$ cat config.mk
export PLATFORM = sky130hd
export DESIGN_NAME = aging_priority_thread_scheduler_unit_flat
export DESIGN_NICKNAME = d
export VERILOG_FILES = /design/src/sv/apts_pkg.sv /design/src/sv/apts_in_if.sv /design/src/sv/apts_out_if.sv /design/src/sv/aging_priority_thread_scheduler_unit.sv /design/src/sv/apts_cell.sv /design/src/sv/apts_head.sv /design/src/flat_wrapper.sv
export SDC_FILE = /design/constraint.sdc
export NUM_CORES = 1
export LEC_CHECK = 0
export ABC_AREA = 1
export ABC_CLOCK_PERIOD_IN_PS = 2850
export CAP_MARGIN = 20
export CORE_UTILIZATION = 45
export DETAILED_ROUTE_END_ITERATION = 8
export DONT_BUFFER_PORTS = 1
export GPL_TIMING_DRIVEN = 1
export PLACE_DENSITY = 0.6
export SLEW_MARGIN = 20
export SYNTH_ARGS = -nofsm -noshare
export SYNTH_HDL_FRONTEND = slang
export SYNTH_SLANG_ARGS = --single-unit
$ cat constraint.sdc
create_clock -name clk -period 2.85 [get_ports clk]
set_clock_uncertainty 0.15 [all_clocks]
set_input_delay 0.285 -clock clk [delete_from_list [all_inputs] [get_ports clk]]
set_output_delay 0.285 -clock clk [all_outputs]
set_load 0.05 [all_outputs]
$ cat src/sv/apts_pkg.sv
`timescale 1ns / 1ps

package apts_pkg;

  localparam int APTS_THREADS = 4;

  localparam logic [8:0] TICKS_RESET = 9'd5;
  localparam logic [6:0] WAKE_RESET  = 7'd10;
  localparam logic [7:0] PRIO_SLEEP  = 8'hFE;
  localparam logic [6:0] AGE_MAX     = 7'd127;
  localparam logic [7:0] TIME_RESET  = 8'd1;

  localparam logic [1:0] STS_OK   = 2'd0;
  localparam logic [1:0] STS_IDLE = 2'd1;
  localparam logic [1:0] STS_FULL = 2'd2;

  typedef enum logic [2:0] {
    MODE_TICK   = 3'd0,
    MODE_DELAY  = 3'd1,
    MODE_SELECT = 3'd2,
    MODE_CREATE = 3'd3,
    MODE_EXIT   = 3'd4,
    MODE_YIELD  = 3'd5
  } mode_t;

  typedef enum logic {
    CFG_TICKS = 1'b0,
    CFG_WAKE  = 1'b1
  } cfg_idx_t;

  typedef enum logic [1:0] {
    S_IDLE,
    S_SCAN,
    S_DONE
  } state_t;

  typedef struct packed {
    logic [7:0] prio;
    logic [7:0] wake;
  } slot_t;

  typedef struct packed {
    mode_t      mode;
    logic       is_run;
    logic       not_mgr;
    logic       take_free;
    logic [7:0] time_now;
    logic [7:0] delay;
    logic [6:0] wake_prio;
  } ctl_t;

  typedef struct packed {
    logic ready_new;
    logic free_old;
  } flg_t;

endpackage

$ cat src/sv/apts_in_if.sv
`timescale 1ns / 1ps

interface apts_in_if;
  logic       valid;
  logic       ready;
  logic [2:0] mode;
  logic [7:0] delay_ticks;

  modport source (output valid, output mode, output delay_ticks, input ready);
  modport sink (input valid, input mode, input delay_ticks, output ready);
endinterface

$ cat src/sv/apts_out_if.sv
`timescale 1ns / 1ps

interface apts_out_if;
  logic       valid;
  logic       ready;
  logic [1:0] status;
  logic [3:0] thread;
  logic [7:0] time_now;

  modport source (output valid, output status, output thread, output time_now, input ready);
  modport sink (input valid, input status, input thread, input time_now, output ready);
endinterface

$ cat src/sv/aging_priority_thread_scheduler_unit.sv
// A request is taken only in the idle state; the scan state then rotates the slot
// ring one slot per cycle past the single update unit, and the done state loads
// the result register once the output is free, so a new request waits for that load.
// Reset (synchronous, active low): all slots free, running slot 0, time 1,
// sub-tick 0, configuration registers at defaults; no clearing pass is needed.
`timescale 1ns / 1ps

module aging_priority_thread_scheduler_unit #(
  parameter int THREADS = apts_pkg::APTS_THREADS
) (
  input  logic       clk,
  input  logic       rst_n,
  apts_in_if.sink    in_ch,
  apts_out_if.source out_ch,
  input  logic       cfg_we,
  input  logic       cfg_index,
  input  logic [8:0] cfg_wdata
);

  localparam int RW = $clog2(THREADS);

  apts_pkg::state_t state_r, state_nxt;
  logic [RW-1:0]    cnt_r;
  apts_pkg::mode_t  mode_r;
  logic [7:0]       dt_r;
  logic [RW-1:0]    running_r;
  logic [7:0]       time_r;
  logic [7:0]       sub_r;
  logic [8:0]       tpu_r;
  logic [6:0]       wake_r;

  logic [6:0]       best_r;
  logic [RW-1:0]    sel_r;
  logic             a_found_r;
  logic [RW-1:0]    a_idx_r;
  logic             b_found_r;
  logic [RW-1:0]    b_idx_r;
  logic             free_found_r;
  logic [RW-1:0]    free_idx_r;

  logic             out_valid_r;
  logic [1:0]       out_status_r;
  logic [3:0]       out_thread_r;
  logic [7:0]       out_time_r;

  logic             in_rdy;
  logic             shift;
  logic             load;
  logic             in_acc;
  logic             last;

  apts_pkg::slot_t  cell_q [THREADS];
  apts_pkg::slot_t  head_upd;
  apts_pkg::ctl_t   ctl;
  apts_pkg::flg_t   flg;

  logic [8:0]       div9;
  logic             sub_wrap;

  logic [1:0]       res_status;
  logic [RW-1:0]    res_run;

  assign in_acc = in_ch.valid && in_rdy;
  assign last   = (cnt_r == RW'(THREADS - 1));

  genvar gi;
  generate
    for (gi = 0; gi < THREADS; gi++) begin : g_cell
      if (gi == THREADS - 1) begin : g_tail
        apts_cell u_cell (
          .clk   (clk),
          .rst_n (rst_n),
          .shift (shift),
          .d     (head_upd),
          .q     (cell_q[gi])
        );
      end else begin : g_mid
        apts_cell u_cell (
          .clk   (clk),
          .rst_n (rst_n),
          .shift (shift),
          .d     (cell_q[gi+1]),
          .q     (cell_q[gi])
        );
      end
    end
  endgenerate

  assign ctl.mode      = mode_r;
  assign ctl.is_run    = (cnt_r == running_r);
  assign ctl.not_mgr   = (cnt_r != '0);
  assign ctl.take_free = !free_found_r;
  assign ctl.time_now  = time_r;
  assign ctl.delay     = dt_r;
  assign ctl.wake_prio = wake_r;

  apts_head u_head (
    .cur (cell_q[0]),
    .ctl (ctl),
    .upd (head_upd),
    .flg (flg)
  );

  always_comb begin
    state_nxt = state_r;
    case (state_r)
      apts_pkg::S_IDLE: begin
        if (in_acc) begin
          state_nxt = apts_pkg::S_SCAN;
        end
      end
      apts_pkg::S_SCAN: begin
        if (last) begin
          state_nxt = apts_pkg::S_DONE;
        end
      end
      apts_pkg::S_DONE: begin
        if (load) begin
          state_nxt = apts_pkg::S_IDLE;
        end
      end
      default: state_nxt = apts_pkg::S_IDLE;
    endcase
  end

  always_comb begin
    in_rdy = 1'b0;
    shift  = 1'b0;
    load   = 1'b0;
    case (state_r)
      apts_pkg::S_IDLE: in_rdy = 1'b1;
      apts_pkg::S_SCAN: shift = 1'b1;
      apts_pkg::S_DONE: load = !out_valid_r || out_ch.ready;
      default: begin
      end
    endcase
  end

  always_ff @(posedge clk) begin
    if (!rst_n) begin
      state_r <= apts_pkg::S_IDLE;
    end else begin
      state_r <= state_nxt;
    end
  end

  assign div9     = (tpu_r == 9'd0) ? 9'd1 : tpu_r;
  assign sub_wrap = ({1'b0, sub_r} + 9'd1) >= div9;

  always_ff @(posedge clk) begin
    if (!rst_n) begin
      tpu_r  <= apts_pkg::TICKS_RESET;
      wake_r <= apts_pkg::WAKE_RESET;
    end else if (cfg_we) begin
      case (apts_pkg::cfg_idx_t'(cfg_index))
        apts_pkg::CFG_TICKS: tpu_r <= cfg_wdata;
        apts_pkg::CFG_WAKE:  wake_r <= cfg_wdata[6:0];
        default: begin
        end
      endcase
    end
  end

  always_ff @(posedge clk) begin
    if (!rst_n) begin
      time_r <= apts_pkg::TIME_RESET;
      sub_r  <= 8'd0;
    end else if (in_acc && apts_pkg::mode_t'(in_ch.mode) == apts_pkg::MODE_TICK) begin
      if (sub_wrap) begin
        sub_r  <= 8'd0;
        time_r <= time_r + 8'd1;
      end else begin
        sub_r <= sub_r + 8'd1;
      end
    end
  end

  always_ff @(posedge clk) begin
    if (in_acc) begin
      mode_r <= apts_pkg::mode_t'(in_ch.mode);
      dt_r   <= in_ch.delay_ticks;
    end
  end

  always_ff @(posedge clk) begin
    if (!rst_n) begin
      cnt_r        <= '0;
      best_r       <= 7'd0;
      sel_r        <= '0;
      a_found_r    <= 1'b0;
      a_idx_r      <= '0;
      b_found_r    <= 1'b0;
      b_idx_r      <= '0;
      free_found_r <= 1'b0;
      free_idx_r   <= '0;
    end else if (in_acc) begin
      cnt_r        <= '0;
      best_r       <= 7'd0;
      sel_r        <= '0;
      a_found_r    <= 1'b0;
      b_found_r    <= 1'b0;
      free_found_r <= 1'b0;
    end else if (shift) begin
      cnt_r <= last ? '0 : cnt_r + RW'(1);
      if (ctl.not_mgr && flg.ready_new && cell_q[0].prio[6:0] > best_r) begin
        best_r <= cell_q[0].prio[6:0];
        sel_r  <= cnt_r;
      end
      if (flg.ready_new && cnt_r > running_r && !a_found_r) begin
        a_found_r <= 1'b1;
        a_idx_r   <= cnt_r;
      end
      if (flg.ready_new && !b_found_r) begin
        b_found_r <= 1'b1;
        b_idx_r   <= cnt_r;
      end
      if (flg.free_old && !free_found_r) begin
        free_found_r <= 1'b1;
        free_idx_r   <= cnt_r;
      end
    end
  end

  always_comb begin
    res_status = apts_pkg::STS_OK;
    res_run    = running_r;
    case (mode_r)
      apts_pkg::MODE_TICK: begin
        res_run = '0;
      end
      apts_pkg::MODE_DELAY, apts_pkg::MODE_EXIT, apts_pkg::MODE_YIELD: begin
        if (a_found_r) begin
          res_run = a_idx_r;
        end else if (b_found_r) begin
          res_run = b_idx_r;
        end else begin
          res_run    = '0;
          res_status = apts_pkg::STS_IDLE;
        end
      end
      apts_pkg::MODE_SELECT: begin
        res_run = sel_r;
        if (sel_r == '0) begin
          res_status = apts_pkg::STS_IDLE;
        end
      end
      apts_pkg::MODE_CREATE: begin
        if (!free_found_r) begin
          res_status = apts_pkg::STS_FULL;
        end
      end
      default: begin
      end
    endcase
  end

  always_ff @(posedge clk) begin
    if (!rst_n) begin
      running_r   <= '0;
      out_valid_r <= 1'b0;
    end else if (load) begin
      running_r   <= res_run;
      out_valid_r <= 1'b1;
    end else if (out_ch.ready) begin
      out_valid_r <= 1'b0;
    end
  end

  always_ff @(posedge clk) begin
    if (load) begin
      out_status_r <= res_status;
      out_time_r   <= time_r;
      if (mode_r == apts_pkg::MODE_CREATE) begin
        out_thread_r <= free_found_r ? 4'(free_idx_r) : 4'd0;
      end else begin
        out_thread_r <= 4'(res_run);
      end
    end
  end

  assign in_ch.ready     = in_rdy;
  assign out_ch.valid    = out_valid_r;
  assign out_ch.status   = out_status_r;
  assign out_ch.thread   = out_thread_r;
  assign out_ch.time_now = out_time_r;

endmodule

$ cat src/sv/apts_cell.sv
`timescale 1ns / 1ps

module apts_cell (
  input  logic           clk,
  input  logic           rst_n,
  input  logic           shift,
  input  apts_pkg::slot_t d,
  output apts_pkg::slot_t q
);

  logic [7:0] prio_r;
  logic [7:0] wake_r;

  always_ff @(posedge clk) begin
    if (!rst_n) begin
      prio_r <= 8'd0;
    end else if (shift) begin
      prio_r <= d.prio;
    end
  end

  always_ff @(posedge clk) begin
    if (shift) begin
      wake_r <= d.wake;
    end
  end

  assign q.prio = prio_r;
  assign q.wake = wake_r;

endmodule

$ cat src/sv/apts_head.sv
`timescale 1ns / 1ps

module apts_head (
  input  apts_pkg::slot_t cur,
  input  apts_pkg::ctl_t  ctl,
  output apts_pkg::slot_t upd,
  output apts_pkg::flg_t  flg
);

  logic       rdy_old;
  logic       free_old;
  logic [6:0] wp_eff;

  assign rdy_old  = (cur.prio != 8'd0) && !cur.prio[7];
  assign free_old = (cur.prio == 8'd0);
  assign wp_eff   = (ctl.wake_prio == 7'd0) ? 7'd1 : ctl.wake_prio;

  always_comb begin
    upd = cur;
    case (ctl.mode)
      apts_pkg::MODE_TICK: begin
        if (ctl.not_mgr) begin
          if (rdy_old) begin
            if (ctl.is_run) begin
              upd.prio = 8'd1;
            end else if (cur.prio[6:0] != apts_pkg::AGE_MAX) begin
              upd.prio = cur.prio + 8'd1;
            end
          end else if (cur.prio == apts_pkg::PRIO_SLEEP && cur.wake == ctl.time_now) begin
            upd.prio = {1'b0, wp_eff};
          end
        end
      end
      apts_pkg::MODE_DELAY: begin
        if (ctl.is_run) begin
          upd.wake = ctl.time_now + ctl.delay;
          upd.prio = apts_pkg::PRIO_SLEEP;
        end
      end
      apts_pkg::MODE_EXIT: begin
        if (ctl.is_run) begin
          upd.prio = 8'd0;
        end
      end
      apts_pkg::MODE_CREATE: begin
        if (ctl.take_free && free_old) begin
          upd.prio = 8'd1;
        end
      end
      default: begin
      end
    endcase
  end

  assign flg.ready_new = (upd.prio != 8'd0) && !upd.prio[7];
  assign flg.free_old  = free_old;

endmodule

$ cat src/flat_wrapper.sv
// flat-port wrapper written by rule: the top's interface ports become plain ports
module aging_priority_thread_scheduler_unit_flat 
#(
  parameter int THREADS = apts_pkg::APTS_THREADS
)
  (clk, rst_n, cfg_we, cfg_index, cfg_wdata, in_ch_valid, in_ch_mode, in_ch_delay_ticks, in_ch_ready, out_ch_valid, out_ch_status, out_ch_thread, out_ch_time_now, out_ch_ready);
  apts_in_if in_ch_i ();
  apts_out_if out_ch_i ();
  input  logic clk;
  input  logic rst_n;
  input  logic cfg_we;
  input  logic cfg_index;
  input  logic [8:0] cfg_wdata;
  input wire logic [$bits(in_ch_i.valid)-1:0] in_ch_valid;
  input wire logic [$bits(in_ch_i.mode)-1:0] in_ch_mode;
  input wire logic [$bits(in_ch_i.delay_ticks)-1:0] in_ch_delay_ticks;
  output wire logic [$bits(in_ch_i.ready)-1:0] in_ch_ready;
  output wire logic [$bits(out_ch_i.valid)-1:0] out_ch_valid;
  output wire logic [$bits(out_ch_i.status)-1:0] out_ch_status;
  output wire logic [$bits(out_ch_i.thread)-1:0] out_ch_thread;
  output wire logic [$bits(out_ch_i.time_now)-1:0] out_ch_time_now;
  input wire logic [$bits(out_ch_i.ready)-1:0] out_ch_ready;
  assign in_ch_i.valid = in_ch_valid;
  assign in_ch_i.mode = in_ch_mode;
  assign in_ch_i.delay_ticks = in_ch_delay_ticks;
  assign in_ch_ready = in_ch_i.ready;
  assign out_ch_valid = out_ch_i.valid;
  assign out_ch_status = out_ch_i.status;
  assign out_ch_thread = out_ch_i.thread;
  assign out_ch_time_now = out_ch_i.time_now;
  assign out_ch_i.ready = out_ch_ready;
  aging_priority_thread_scheduler_unit #(.THREADS(THREADS)) u_core (.clk(clk), .rst_n(rst_n), .in_ch(in_ch_i), .out_ch(out_ch_i), .cfg_we(cfg_we), .cfg_index(cfg_index), .cfg_wdata(cfg_wdata));
endmodule
# Word level (Yosys, flattened, before mapping)
# Index checks and enable logic that the tools add are counted.
# word_totals
out_inout_bits,16
reg_bits,146
inputBits,26
elab_cells,132
# classes
bitwise_logic,3
n_addsub,6
n_eq_ne,15
n_lt_le_gt_ge,3
reduce_logical,42
mux,33
# op_table
operator,n
$mux 8,9
$pmux 8 s4,1
$add 8x1->8 const B,3
$mux 2,10
$pmux 2 s3,3
$mux 16,1
$reduce_bool 8->1,2
$reduce_and 2->1,7
$reduce_and 3->1,4
$logic_and 1x1->1,11
$add 8x1->9 const B,1
$ge 9x9->1,1
$logic_not 9->1,1
$mux 9,1
$add 8x8->8,1
$eq 8x8->1,1
$eq 8x8->1 const B,1
$logic_not 8->1,1
$gt 7x7->1,1
$logic_not 7->1,1
$mux 1,7
$mux 7,1
$ne 7x7->1 const B,1
$eq 3x2->1 const B,2
other kinds (16),30

# Longest topological paths before layout
# Gate-level depths: netlist of run 1.
# depth
depth_word,11
depth_mapped,21
depth_no_buf,21

# By module
# From an unflattened synthesis of run 1, not the netlist that was laid out.
# unflattened
hier_cells,970
area_unflattened_um2,7564.8
# modules_own_cells
mod,cells_per_inst,area_per_inst_um2,seq_area_each_um2,n_inst
aging_priority_thread_scheduler_unit,447,3757.4,1831.8,1
apts_cell,59,596.8,400.4,4
apts_head,287,1420.1,0.0,1

# Worst setup path before layout of run 1
# No wires, ideal clock.
# synth_timing
path_kind,register to register
startpoint,register u_core.sub_r[0]
endpoint,register u_core.time_r[6]
path_stages_with_launch,15
required_time_ns,2.579
period_less_slack_ns,2.616
setup_ns,0.121
arrival_ns,2.345
setup_slack_ns,0.234
n_path_buf,0
path_cell_list,dfxtp_1 > nand3_1 > nand3b_1 > nand3b_1 > xor2_1 > ha_1 > nand2_1 > nor2_1 > nand3b_1 > nand3_1 > nand2_1 > nor3_1 > nand2_1 > nor3_1 > nor3_1
# synth_between
elab_chain_len,3
# synth_rtl
element,line_no,rtl
from (decl),aging_priority_thread_scheduler_unit.sv:28,logic [7:0] sub_r;
from (signal assigned),aging_priority_thread_scheduler_unit.sv:173,sub_r <= sub_r + 8'd1;
$add 8x1->9,aging_priority_thread_scheduler_unit.sv:148,"assign sub_wrap = ({1'b0, sub_r} + 9'd1) >= div9;"
$ge 9x9->1,aging_priority_thread_scheduler_unit.sv:148,
$reduce_and 2->1 (no source line),--,
to (signal assigned),aging_priority_thread_scheduler_unit.sv:166,time_r <= apts_pkg::TIME_RESET;
to (signal assigned),aging_priority_thread_scheduler_unit.sv:171,time_r <= time_r + 8'd1;
to (decl),aging_priority_thread_scheduler_unit.sv:27,logic [7:0] time_r;
# Every way passes these cells.
# A chain may end at the register's enable or synchronous reset.

# Worst setup path in the final report of run 1
# Same ends and word-level chain as after synthesis.

==> impl_metrics.yaml, run 1 <==
place:
  dpl.hpwl_um: 11400
  numPortBuffers: 0
  gp_congestion: 0.939
  place_area_um2: 7560
cts:
  numCtsBuffers: 17
  tritoncts: "built"
  root_buffer: "clkbuf_16"
  clk_latency_ps: 430
  cts.sinks: 144
  clock_path_buffers: 2
  htreeDepth: 4
  clk_pin_slew_ps: 60
synth:
  synthSimpleGateAreaFrac: 0.240
  synth_commonest_cells: "nand2_1, inv_1, nor2_1, dfxtp_1, a21oi_1"
  ys_types: 44
  ys.flop_type: "dfxtp_1"
  avgSynthCellArea_um2: 8.10
  synth.area.mux_share: 0
  synth-xor-area-share: 0.0122
  async_flop_share: 0
  synth_top_family_by_area: "simple AND/OR/NAND/NOR gates"
  syn_area_um2: 7180
  ys_warn_count: 0
  synth-adder-area-share: 0.0586
  ys_ff_latch: 144
  synth_edf_count: 55
  synth.largest_area_cell: "dfxtp_1"
  synth-seq-area-share: 0.478
  yosysTopAreaCellShare: 0.248
  yosysMostFrequentCell: "nand2_1"
  synthTopCellsByArea: "dfxtp_1, edfxtp_1, nand2_1"
  synth_compound_area_frac: 0.129
  synthCells: 886
die:
  dieArea_um2: 16500
  die_h_um: 128
  core_um2: 15400
  boundaryPins: 42
  rows: 45
  die_w_um: 128
  start_util: 0.467
critical_path:
  r2r_start: "u_core.sub_r[0]"
  path_max_fanout: 5
  worstPathArrival_ps: 2880
  reg2reg_slack_ps: 170
  r2r_cells: 16
  worst_setup_path_start_kind: "flip-flop"
  worstPathRequired_ps: 3050
  critPathKind: "flip-flop to flip-flop"
  r2r_end: "u_core.time_r[6]"
  cp-end-kind: "flip-flop"
global_routing:
  antenna_found_initial: 0
  grt_pass1_wl_um: 27600
  grt_max_degree: 68
  grt_usage: 0.216
  grt.overflow.total: 0
  first_global_vias: 5521
pwr:
  power_density_nw_per_um2: 596
  total_power_w: 0.00510
  peakVddDrop_mv: 0.508
  leakagePower_nw: 3.58
drt:
  wl_per_cell_um: 14.4
  final_antenna_net_count: 0
  vias_per_cell: 5.05
  first_pass_iters: 6
  drc: 0
  wirelength_um: 16800
  vias: 5887
  dr.first_iter.drc_count: 398
layout:
  nNetsFinal: 1001
  drive_gt1_frac: 0.141
  diodes: 0
  synthToLayoutAreaGrowth_pct: 19.1
  final_design_area_no_fill_um2: 8550
timing:
  holdWs_ps: -14.2
  fin_crit_ps: 2680
  setup_viol: 0
  period_share: 0.939
  max_freq_ghz: 0.374
  finalHoldViolCount: 1
  report.final.slew_viol_count: 0
  slew_headroom: 0.507
  tightest_slew_ps: 740
job:
  cap_viol_max_count: 0
worst_hold_path:
  min_path_type: "primary input to flip-flop"
  min_path_cells: 2
  whs_endpoint: "u_core.time_r[0]"
  hp-start: "rst_n"
status:
  violations: "negative hold slack"
  status: "complete, but fails checks"
==> through the flow <==
stage	util	setup WS (ps)	setup TNS (ps)	instances
2_1_floorplan	-	234	0	887
3_3_place_gp	0.492	129	0	1104
3_5_place_dp	0.492	-15.1	-15.1	1104
4_1_cts	0.548	-34.1	-34.1	1163
5_1_grt	0.556	-15.5	-59.1	1166
6_report	0.556	174	0	1166
==> logic make-up (layout without fill, tap and decap cells) <==
group / Yosys count / after routing
compound gates: 174 / 174
xor+xnor: 10 / 10
fa+ha+maj: 33 / 33
buf+inv: 148 / 215
flops: 144 / 144
other cells: 1 / 2
simple gates: 376 / 377
==> power breakdown <==
| group | switching (W) | leakage [nW] | internal (W) |
|---|---|---|---|
| sequential | 0.0000617 | 1.25 | 0.00225 |
| clock | 0.000921 | 0.279 | 0.00124 |
| combinational | 0.000409 | 2.05 | 0.000220 |
==> how the worst max path moves through the flow <==
stage / end / start / slack [ps]
4_1_cts: u_core.time_r[5] / u_core.sub_r[0] / -30
3_3_place_gp: u_core.time_r[6] / u_core.sub_r[0] / 130
2_1_floorplan: u_core.time_r[6] / u_core.sub_r[0] / 230
3_5_place_dp: u_core.time_r[6] / u_core.sub_r[0] / -20
6_report: u_core.time_r[6] / u_core.sub_r[0] / 170
5_1_grt: u_core.best_r[6] / u_core.g_cell[0].g_mid.u_cell.prio_r[0] / -20
==> cell type report <==
type	count	area (um^2)
fill	1437	6830
timing repair buffer	60	528
sequential	144	3440
clock inverter	14	133
tap	211	264
clock buffer	18	439
multi-input combinational	596	3270
inverter	123	465
==> critical path: stages, from the launching register on <==
cell and delay (ps):
dfxtp_4 360, ha_2 170, nand2_1 60, inv_2 60, nand4_1 140, xor2_1 190, inv_1 100, ha_4 290
nand2_1 60, nor2_2 130, nand3b_1 100, nand3_2 120, nand2_4 90, nor3_4 210, buf_4 140, a31oi_1 60
nor3_1 160
==> sequential cells by signal (all words and copies together), names as in the netlist, 3 cells and up <==
register                            cells
u_core.dt_r                             8
u_core.mode_r                           3
u_core.g_cell.g_tail.u_cell.wake_r      8
u_core.best_r                           7
u_core.out_ch.time_now                  8
u_core.g_cell.g_tail.u_cell.prio_r      8
u_core.sub_r                            8
u_core.g_cell.g_mid.u_cell.prio_r      24
u_core.wake_r                           7
u_core.time_r                           8
u_core.g_cell.g_mid.u_cell.wake_r      24
u_core.tpu_r                            9
==> cells in the final DEF (no fill, tap or decap), drive strengths merged, types with 26 or more instances in the layout <==
master	count
buf	34
nand3	44
edfxtp	55
nor2	111
dfxtp	89
o21ai	77
dlygate4sd3	26
inv	117
nand2	179
ha	32
a21oi	76
==> per-layer routing <==
layer | track usage | vias up | part of all wire
met1 | 0.304 | 2696 | 0.50
met5 | 0 | - | 0
met4 | 0.0595 | 0 | 0.013
met2 | 0.331 | 127 | 0.45
met3 | 0.0526 | 19 | 0.046
li1 | - | 3045 | -
==> repair_timing <==
action / CTS / global route
pin swaps: 0 / 14
gates cloned: 0 / 1
hold buffers: 27 / 0
setup endpoints to repair: 3 / 29
setup buffers: 0 / 3
resized for setup: 2 / 26
endpoints found under the hold margin: 71 / 0
Power figures use the tool's default switching activity.
==> inputs of run 2 (changes only) <==
ABC_CLOCK_PERIOD_IN_PS = 2950   (was 2850)
clock period = 2.95 ns   (was 2.85 ns; I/O delays follow)
==> run 2 against run 1 <==
Effect of this change:
- the flow now finishes without violations
- sequential power shrank 3%
- critical path depth is 3 lower
- clock-buffer cell count shrank 1
- global-route usage is 0.47 points lower
- register-to-register slack better by 40 ps
- flip-flop and latch count stayed put
- via count down 2.0%
- fmax shrank 2.1%
- power shrank 0.92%
- sequential share of layout area increased by 0.077 points
- critical path type unchanged
- largest power group unchanged
==> impl_metrics.yaml, run 2 (synthesis results as in run 1) <==
job:
  cap_viol_max_count: 0
global_routing:
  antenna_found_initial: 0
  grt_max_degree: 68
  grt.overflow.total: 0
  first_global_vias: 5364
  grt_pass1_wl_um: 26900
  grt_usage: 0.212
timing:
  tightest_slew_ps: 735
  period_share: 0.927
  slew_headroom: 0.510
  holdWs_ps: 30.6
  finalHoldViolCount: 0
  report.final.slew_viol_count: 0
  max_freq_ghz: 0.366
  setup_viol: 0
  fin_crit_ps: 2730
worst_hold_path:
  min_path_type: "primary input to flip-flop"
die:
  die_w_um: 128
  die_h_um: 128
  start_util: 0.467
  rows: 45
  boundaryPins: 42
  core_um2: 15400
  dieArea_um2: 16500
layout:
  layout_common_cells: "nand2_1, inv_1, nor2_1"
  final_design_area_no_fill_um2: 8520
  nNetsFinal: 997
  layout_commonest_cell: "nand2_1"
  synthToLayoutAreaGrowth_pct: 18.7
  diodes: 0
  fillers: 1429
  top_regs: "u_core.g_cell.g_mid.u_cell.prio_r x24, u_core.g_cell.g_mid.u_cell.wake_r x24, u_core.tpu_r x9"
  drive_gt1_frac: 0.127
  stdcell_count: 1162
drt:
  vias_per_cell: 4.96
  vias: 5767
  wl_per_cell_um: 13.9
  final_antenna_net_count: 0
  first_pass_iters: 5
  drc: 0
  wirelength_um: 16200
  dr.first_iter.drc_count: 368
cts:
  clk_pin_slew_ps: 60
  htreeDepth: 4
  cts.sinks: 144
  clk_latency_ps: 430
  clock_path_buffers: 2
  tritoncts: "built"
  numCtsBuffers: 17
  root_buffer: "clkbuf_16"
place:
  numPortBuffers: 0
  dp_cells: 1098
  place_area_um2: 7520
  gp_congestion: 0.888
  dpl.hpwl_um: 11200
critical_path:
  critPathKind: "flip-flop to flip-flop"
  slowest_stage: "o211ai_1"
  path_max_fanout: 15
  worstPathRequired_ps: 3170
  crit_buf_inv: 3
  worstPathArrival_ps: 2950
  cpPeakStageDelay_ps: 560
  cp-end-kind: "flip-flop"
  cp_cell_sequence: "inv_1 > ha_1 > nand2_1 > inv_1 > o211ai_1 > a21oi_1 > a21oi_2 > nor2_4 > nand2_8 > nand3_4 > nand2_1 > clkinv_1 > nor2_2"
  cp_top_family: "compound AO/OA/AOI/OAI gates"
  worst_setup_path_start_kind: "flip-flop"
pwr:
  power_density_nw_per_um2: 593
  peakVddDrop_mv: 0.439
  leakagePower_nw: 3.59
status:
  status: "finished clean"
[run 2: changes by cell type in the layout (fill, tap and decap cells not counted), moves of 2 or more]
cell / before / now
dfxtp_1: 83 / 87
nand3_2: 4 / 2
bufinv_16: 1 / 3
buf_4: 33 / 29
ha_1: 29 / 31
dfxtp_2: 5 / 1
[run 2: worst paths after layout]
| kind | from | end | slack (ps) | cells past startpoint |
|---|---|---|---|---|
| setup / recovery | u_core.cnt_r[0] | u_core.best_r[5] | 220 | 13 |
| hold / removal | rst_n | u_core.wake_r[3] | 30 | 2 |
| setup reg to reg | u_core.cnt_r[0] | u_core.best_r[5] | 220 | 13 |
| hold reg to reg | u_core.g_cell[1].g_mid.u_cell.wake_r[4] | u_core.g_cell[0].g_mid.u_cell.wake_r[4] | 270 | 0 |
[run 2: what timing repair did]
action	in CTS	in global routing
endpoints found under the hold margin	71	0
buffers inserted	0	4
resized for setup	1	17
hold buffers	28	0
endpoints found under the setup margin	2	21
pin swaps	0	7
[run 2: stage by stage]
stage	TNS, ps	setup slack (ps)	util	total power (W)
after global routing	-15.4	-15.4	0.554	0.00527
after detailed placement	-14.3	-14.2	0.489	0.00280
after global placement	0	152	0.489	0.00280
after floorplan	0	334	-	0.00266
final	0	215	0.554	0.00505
after CTS	0	50.0	0.548	0.00508
[run 2: layer usage]
metal  wire [um]  GRT usage  vias to the layer above  part of all wire
met5           0          0                        -                 0
met4         237     0.0789                        0             0.015
met3         705     0.0513                       17             0.044
met2        7010      0.314                      111              0.43
met1        8230      0.298                     2594              0.51
li1            -          -                     3045                 -
[run 2: where the power goes]
part / total [W] / internal [W] / switching (W)
clock network: 0.00223 / 0.00134 / 0.000886
logic: 0.000592 / 0.000207 / 0.000385
registers: 0.00223 / 0.00217 / 0.0000594
[run 2: area by class of cell]
class	count	area, um^2	area share
Timing Repair Buffer	57	508	0.0596
Sequential cell	144	3440	0.404
Clock inverter	15	184	0.0216
Clock buffer	17	425	0.0499
Tap cell	211	264	0.0310
Multi-Input combinational cell	595	3230	0.379
Inverter	123	465	0.0546
==> inputs of run 3 (changes only) <==
--- a/constraint.sdc
+++ b/constraint.sdc
@@ -3,3 +3,3 @@
 set_input_delay 0.295 -clock clk [delete_from_list [all_inputs] [get_ports clk]]
 set_output_delay 0.295 -clock clk [all_outputs]
-set_load 0.05 [all_outputs]
+set_load 0.005 [all_outputs]
==> run 3 against run 2 <==
Effect of this change:
- register-to-register slack improved by 50 ps
- routed wire length about the same
- sequential share of layout area increased by 0.13 points
- largest power group unchanged
- power decreased by 0.74%
- flip-flop and latch count unchanged
- critical path depth increased by 2
- clock power about the same
- highest routed layer unchanged
- largest cell class unchanged
- critical endpoint is now u_core.sel_r[1]
- cell count decreased by 0.43%
- clock-buffer cell count increased by 3
- global-route usage decreased by 0.27 points
- design area decreased by 0.44%
==> impl_metrics.yaml, run 3 (synthesis results as in run 1) <==
status:
  status: "finished clean"
layout:
  drive_gt1_frac: 0.122
  synthToLayoutAreaGrowth_pct: 18.2
  layout_common_cells: "nand2_1, inv_1, nor2_1"
  stdcell_count: 1157
  fillers: 1450
  nNetsFinal: 992
  top_regs: "u_core.g_cell.g_mid.u_cell.prio_r x24, u_core.g_cell.g_mid.u_cell.wake_r x24, u_core.tpu_r x9"
  layout_commonest_cell: "nand2_1"
  diodes: 0
cts:
  clk_latency_ps: 430
  clk_pin_slew_ps: 60
  root_buffer: "clkbuf_16"
  numCtsBuffers: 17
  clock_path_buffers: 2
  htreeDepth: 4
  tritoncts: "built"
  cts.sinks: 144
drt:
  vias_per_cell: 5.07
  first_pass_iters: 5
  wirelength_um: 16200
  wl_per_cell_um: 14.0
  drc: 0
  dr.first_iter.drc_count: 332
  vias: 5865
  final_antenna_net_count: 0
die:
  dieArea_um2: 16500
  boundaryPins: 42
  start_util: 0.467
  rows: 45
  core_um2: 15400
  die_w_um: 128
  die_h_um: 128
critical_path:
  worstPathArrival_ps: 2910
  slowest_stage: "o211ai_1"
  reg2reg_slack_ps: 260
  critPathKind: "flip-flop to flip-flop"
  cpPeakStageDelay_ps: 540
  cp-startpoint: "u_core.cnt_r[0]"
  worst_setup_path_start_kind: "flip-flop"
  cp_cell_sequence: "inv_1 > ha_1 > nand2_1 > inv_2 > o211ai_1 > o21ai_0 > nand2_1 > nor2_2 > nand2_1 > nor2_4 > nand2_8 > nand3_4 > nand2_1 > clkinv_1 > nor2_2"
  path_max_fanout: 17
  worstPathRequired_ps: 3170
  crit_top_cell: "nand2_1"
  cp-end-kind: "flip-flop"
  r2r_start: "u_core.cnt_r[0]"
timing:
  slew_headroom: 0.506
  rsz0062_at_grt: "false"
  max_freq_ghz: 0.372
  report.final.slew_viol_count: 0
  setup_tns_ps: 0
  period_share: 0.911
  finalHoldViolCount: 0
  fin_crit_ps: 2690
  setup_viol: 0
  tightest_slew_ps: 741
place:
  gp_congestion: 0.893
  dp_cells: 1096
  dpl.hpwl_um: 11200
  numPortBuffers: 0
global_routing:
  grt_usage: 0.209
  antenna_found_initial: 0
  grt.overflow.total: 0
  first_global_vias: 5341
  grt_max_degree: 68
  grt_pass1_wl_um: 26500
pwr:
  power_density_nw_per_um2: 591
  leakagePower_nw: 3.54
  total_power_w: 0.00501
  peakVddDrop_mv: 0.433
worst_hold_path:
  min_path_type: "primary input to flip-flop"
  hp-start: "rst_n"
job:
  cap_viol_max_count: 0
-- run 3: final timing paths --
| path | endpoint | depth (start not counted) |
|---|---|---|
| min reg2reg | u_core.g_cell[2].g_mid.u_cell.wake_r[4] | 0 |
| min | u_core.time_r[0] | 2 |
| max reg2reg | u_core.sel_r[1] | 15 |
| max | u_core.sel_r[1] | 15 |
-- run 3: cell type report --
type / instances / area (um^2) / area share
Timing Repair Buffer: 51 / 463 / 0.0546
Sequential cell: 144 / 3430 / 0.405
Multi-Input combinational cell: 596 / 3250 / 0.383
Clock inverter: 12 / 159 / 0.0187
Clock buffer: 20 / 447 / 0.0527
Tap cell: 211 / 264 / 0.0311
Inverter: 123 / 465 / 0.0549
-- run 3: critical path, delay by kind of cell, from the launching register on --
family	cells	cell delay (ps)
AO/OA/AOI/OAI	2	720
adder cells (fa/ha/maj)	1	270
buffers and inverters	3	230
flip-flops	1	380
AND/OR/NAND/NOR	9	870
-- run 3: repair_timing --
item	CTS	global route
hold buffers	28	0
setup endpoints to repair	0	27
gates resized for setup	0	17
buffers inserted	0	0
hold endpoints to repair	71	0
-- run 3: through the flow --
step	hold slack (ps)	setup WS, ps	util	cell area [um^2]
2_1_floorplan	244	334	-	7180
3_5_place_dp	244	57.7	0.488	7500
4_1_cts	1.15	40.3	0.546	8400
6_report	17.8	263	0.552	8480
5_1_grt	25.7	2.84	0.552	8480
3_3_place_gp	244	154	0.488	7500
-- run 3: power by group --
group	total, W	internal, W	switching, W
logic	0.000576	0.000200	0.000376
registers	0.00223	0.00217	0.0000601
clock network	0.00220	0.00135	0.000851
-- run 3: per-layer routing --
layer	vias to the layer above	track usage	wire length, um
li1	3037	-	-
met1	2692	0.292	8160
met2	117	0.314	7040
met3	19	0.0472	729
met4	0	0.0810	252
met5	-	0	0
